[config.mk]
export PLATFORM = sky130hd
export DESIGN_NAME = cpa_cell
export DESIGN_NICKNAME = d
export VERILOG_FILES = /design/src/sv/cpa_pkg.sv /design/src/sv/cpa_cell.sv
export SDC_FILE = /design/constraint.sdc
export NUM_CORES = 1
export LEC_CHECK = 0
export BUFFER_PORTS_ARGS = -buffer_cell sky130_fd_sc_hd__buf_2
export CAP_MARGIN = 30
export CORE_ASPECT_RATIO = 1.25
export CORE_MARGIN = 2
export CORE_UTILIZATION = 46
export CTS_BUF_LIST = sky130_fd_sc_hd__clkbuf_8
export DETAILED_ROUTE_END_ITERATION = 10
export PLACE_DENSITY = 0.94
export SETUP_SLACK_MARGIN = 0.02
export SYNTH_ARGS = -nofsm -noshare
export SYNTH_HDL_FRONTEND = slang
export SYNTH_SLANG_ARGS = --single-unit
[constraint.sdc]
create_clock -name clk -period 1.3 [get_ports clk]
set_clock_uncertainty 0.15 [all_clocks]
set_input_delay 0 -clock clk [delete_from_list [all_inputs] [get_ports clk]]
set_output_delay 0 -clock clk [all_outputs]
set_load 0.03 [all_outputs]
[src/sv/cpa_pkg.sv]
`timescale 1ns / 1ps
// Shared types and codes of the contiguous partition allocator.
package cpa_pkg;

  typedef enum logic [2:0] {
    ST_IDLE,
    ST_SCAN,
    ST_DECIDE,
    ST_FILL,
    ST_FREE,
    ST_RES
  } state_t;

  localparam logic       OP_ALLOC = 1'b0;
  localparam logic       OP_FREE  = 1'b1;

  localparam logic [1:0] FIT_FIRST = 2'd0;
  localparam logic [1:0] FIT_NEXT  = 2'd1;
  localparam logic [1:0] FIT_BEST  = 2'd2;
  localparam logic [1:0] FIT_WORST = 2'd3;

  localparam logic [1:0] STS_OK        = 2'd0;
  localparam logic [1:0] STS_NOT_FOUND = 2'd1;
  localparam logic [1:0] STS_FULL      = 2'd2;
  localparam logic [1:0] STS_BEYOND    = 2'd3;

  localparam logic REG_FIT_MODE   = 1'b0;
  localparam logic REG_MEMORY_TOP = 1'b1;

endpackage

[src/sv/cpa_cell.sv]
`timescale 1ns / 1ps
// One table cell: holds one partition and takes its neighbor's on shift.
module cpa_cell import cpa_pkg::*; #(
  parameter int AW = 32
) (
  input  logic          clk,
  input  logic          shift,
  input  logic [AW-1:0] nb_begin,
  input  logic [AW-1:0] nb_end,
  output logic [AW-1:0] cell_begin,
  output logic [AW-1:0] cell_end
);

  logic [AW-1:0] begin_r;
  logic [AW-1:0] end_r;

  always_ff @(posedge clk) begin
    if (shift) begin
      begin_r <= nb_begin;
      end_r   <= nb_end;
    end
  end

  assign cell_begin = begin_r;
  assign cell_end   = end_r;

endmodule

## Word level (Yosys, flattened, before mapping)

Cells that the tools add are included.

| word-level totals | value |
|---|---|
| logic and storage cells | 2 |
| flip-flop bits (word level) | 64 |
| output and inout port bits | 64 |
| bits in read-only memories | 0 |
| input port bits | 66 |
| bits in writable memories | 0 |
| bits in latches | 0 |
| memories | 0 |

| cells by class | value |
|---|---|
| bitwise logic cells | 0 |
| add/subtract/negate cells | 0 |
| $mul | 0 |
| order comparisons | 0 |
| div/mod/pow operators | 0 |
| shift-type cells | 0 |
| reductions and logical operators | 0 |
| mux-type cells | 0 |
| eq/ne operators | 0 |

## Depth between registers and ports, before layout

| depth | value |
|---|---|
| depth in word-level cells | 0 |
| mapped depth | 0 |
| gate-level depth less buffers | 0 |

## Worst setup path after synthesis

Ideal clock, no wire load.

| timing | value |
|---|---|
| kind | reg2out |
| start | reg begin_r[0], in the netlist cell_begin[0] |
| end | out cell_begin[0] |
| stages on the path, launching flop included | 1 |
| path buffers | 0 |
| slack | 0.654 ns |
| data arrival time | 0.496 ns |
| required time | 1.150 ns |
| cells stage by stage | edfxtp_1 |

RTL lines:

| what | RTL line | source |
|---|---|---|
| start, declared | cpa_cell.sv:14 | `logic [AW-1:0] begin_r;` |
| start signal, assigned | cpa_cell.sv:19 | `begin_r <= nb_begin;` |
| end, declared | cpa_cell.sv:10 | `output logic [AW-1:0] cell_begin,` |

No word-level cell between the ends.

## Worst setup path after layout

| timing | value |
|---|---|
| start | in shift |
| end | reg begin_r[7], in the netlist cell_begin[7], enable pin |

RTL lines:

| what | RTL line | source |
|---|---|---|
| start, declared | cpa_cell.sv:7 | `input logic shift,` |

No word-level cell between the ends.

==> out/results.ini <==
[detailed_routing]
dr.pass1.iters = 4
post_drt_wl_per_cell_um = 17.0
routed_via_density = 4.52
num_vias = 1502
antenna_left = 0
drtIter0Drc = 63
wirelength_um = 5660
drc = 0

[critical_path]
slowest_stage = dlygate4sd3_1
cp_max_fo = 29
critPathCaptureType = flop
worstSetupStartpointType = primary input
cp_cell_sequence = dlygate4sd3_1 > buf_2 > buf_12
path_buf_inv = 3
path_class = primary input to flop
arrival_ns = 1.07
critPathMaxStageDelay_ns = 0.52
required_ns = 1.17
critPathTopFamily = buffers and inverters
worstSetupStartpoint = shift

[grt]
grt-ovfl-total = 0
antenna_found_initial = 0
grt_pass1_vias = 1684
grt_use_total = 0.262
grt_busiest_layer = met2
grt_util_met2 = 0.424
grt_pass1_wl_um = 8320
met1_usage = 0.275
grtUsageMet3 = 0.121
grt_max_degree = 30

[synth]
ys_seq_area_frac = 1.00
ys_types = 1
synth-async-reset-ratio = 0
synthTopCellsByCount = 64 x edfxtp_1
synth-seq-cells = 64
yosysWarnings = 0
netlist.area_leader.share = 1.00
synth.largest_area_cell = edfxtp_1
synth_edf_count = 64
ys.flop_type = edfxtp_1
synthCells = 64
synth_fp_nets = 130
yosysMostFrequentCell = edfxtp_1
yosys-top-cells-area = edfxtp_1 100%
mappedNetlistArea_um2 = 1920
postSynthAreaPerCell_um2 = 30.0

[finish]
post-route-util = 0.862
final_cells = 332
fill_cells = 185
comb.multi_input.count = 0
syn_to_final_growth_pct = 82.5
antenna_cells = 0
multiInputGateArea_um2 = 0
regArea_um2 = 1920
nets = 337
drive_gt1_frac = 0.518

[place]
dp.cells = 251
pre_cts_slack_ns = 0.324
port_buffers = 129
gp_congestion = 0.649
hpwl_um = 2960

[sta]
fin_crit_sh = 0.924
max_slew.worst_pin.slew_ns = 0.316
min_period_ns = 1.20
fin_ws_ns = 0.0993
hold_viol = 0
rsz0062_at_grt = no
fmax_mhz = 833
slew_viol_final = 0
setup_violations = 0
slew_headroom = 0.789
timing.setup.tns_ns = 0

[outcome]
status = finished, final reports clean

[cts]
cts_made_buffers = 9
path_clk_slew_ns = 0.06
cts-root-buf = clkbuf_8
cts.htree.levels = 3
cts_tree = built
clkSinkCount = 64
cts.path.max_buffers = 2

[worst_hold_path]
hold_depth = 2
hold_end = cell_begin[1]$_DFFE_PP_
hp-start = nb_begin[1]
hold_class = primary input to flop

[power]
p_per_area_nw_per_um2 = 1370
ir_drop_mv = 0.970
p_leak_nw = 1.52

[floorplanning]
die_area_um2 = 4710
rows = 26
ios = 130
die_y_um = 76.3
die_w_um = 61.8
start_util = 0.473
core_area_um2 = 4070

[flow_run]
max_cap_viol_count = 0

[layout make-up]
class | count | share of cell area
timing repair buffer | 196 | 0.381
tap | 56 | 0.0200
clock buffer | 9 | 0.0353
sequential | 64 | 0.548
clock inverter | 7 | 0.0157
[cell usage in the layout, fill, tap and decap left out]
master,count
buf_2,129
dlygate4sd3_1,65
edfxtp_1,64
clkbuf_8,9
inv_1,2
clkinv_2,2
clkinv_1,2
buf_12,2
bufinv_16,1
[timing repair]
item                                   in CTS  in global routing
resized for setup                           0                  0
endpoints found under the hold margin      73                  0
hold buffers                               65                  0
buffers inserted                            0                  0
[report_power, final]
part	internal (W)	switching [W]	total, W
clock network	0.000852	0.000668	0.00152
logic	0.000311	0.000489	0.000800
registers	0.00245	0.0000490	0.00250
[worst max-delay path by stage]
stage | to | slack (ns) | cells after the start
after floorplan | cell_begin[0] | 0.65 | 0
after global placement | cell_begin[5]$_DFFE_PP_ | 0.35 | 2
after detailed placement | cell_begin[25]$_DFFE_PP_ | 0.32 | 2
after CTS | cell_end[26]$_DFFE_PP_ | 0.13 | 3
after global routing | cell_end[7]$_DFFE_PP_ | 0.08 | 3
final | cell_begin[7]$_DFFE_PP_ | 0.1 | 3
[kinds of logic (layout without fill, tap and decap cells)]
group	count (synthesis)	in the layout	synth area share
buffers and inverters	0	212	0
flip-flops	64	64	1.00
[routing by layer]
metal / up-vias / wire, um
met5: - / 0
met4: 0 / 187
met3: 16 / 552
met2: 102 / 2910
met1: 708 / 2010
li1: 676 / -
[sequential cells by signal, summed over array words and instances (netlist names)]
signal,flops
cell_begin,32
cell_end,32
[metrics by stage]
step | total power (W) | instance area (um^2) | hold WS (ns)
after floorplan | 0.00288 | 1920 | -0.0511
after global placement | 0.00315 | 2680 | 0.0266
after detailed placement | 0.00317 | 2680 | 0.0281
after CTS | 0.00482 | 3510 | 0.222
after global routing | 0.00500 | 3510 | 0.226
final | 0.00482 | 3510 | 0.237
Power figures use the tool's default switching activity.
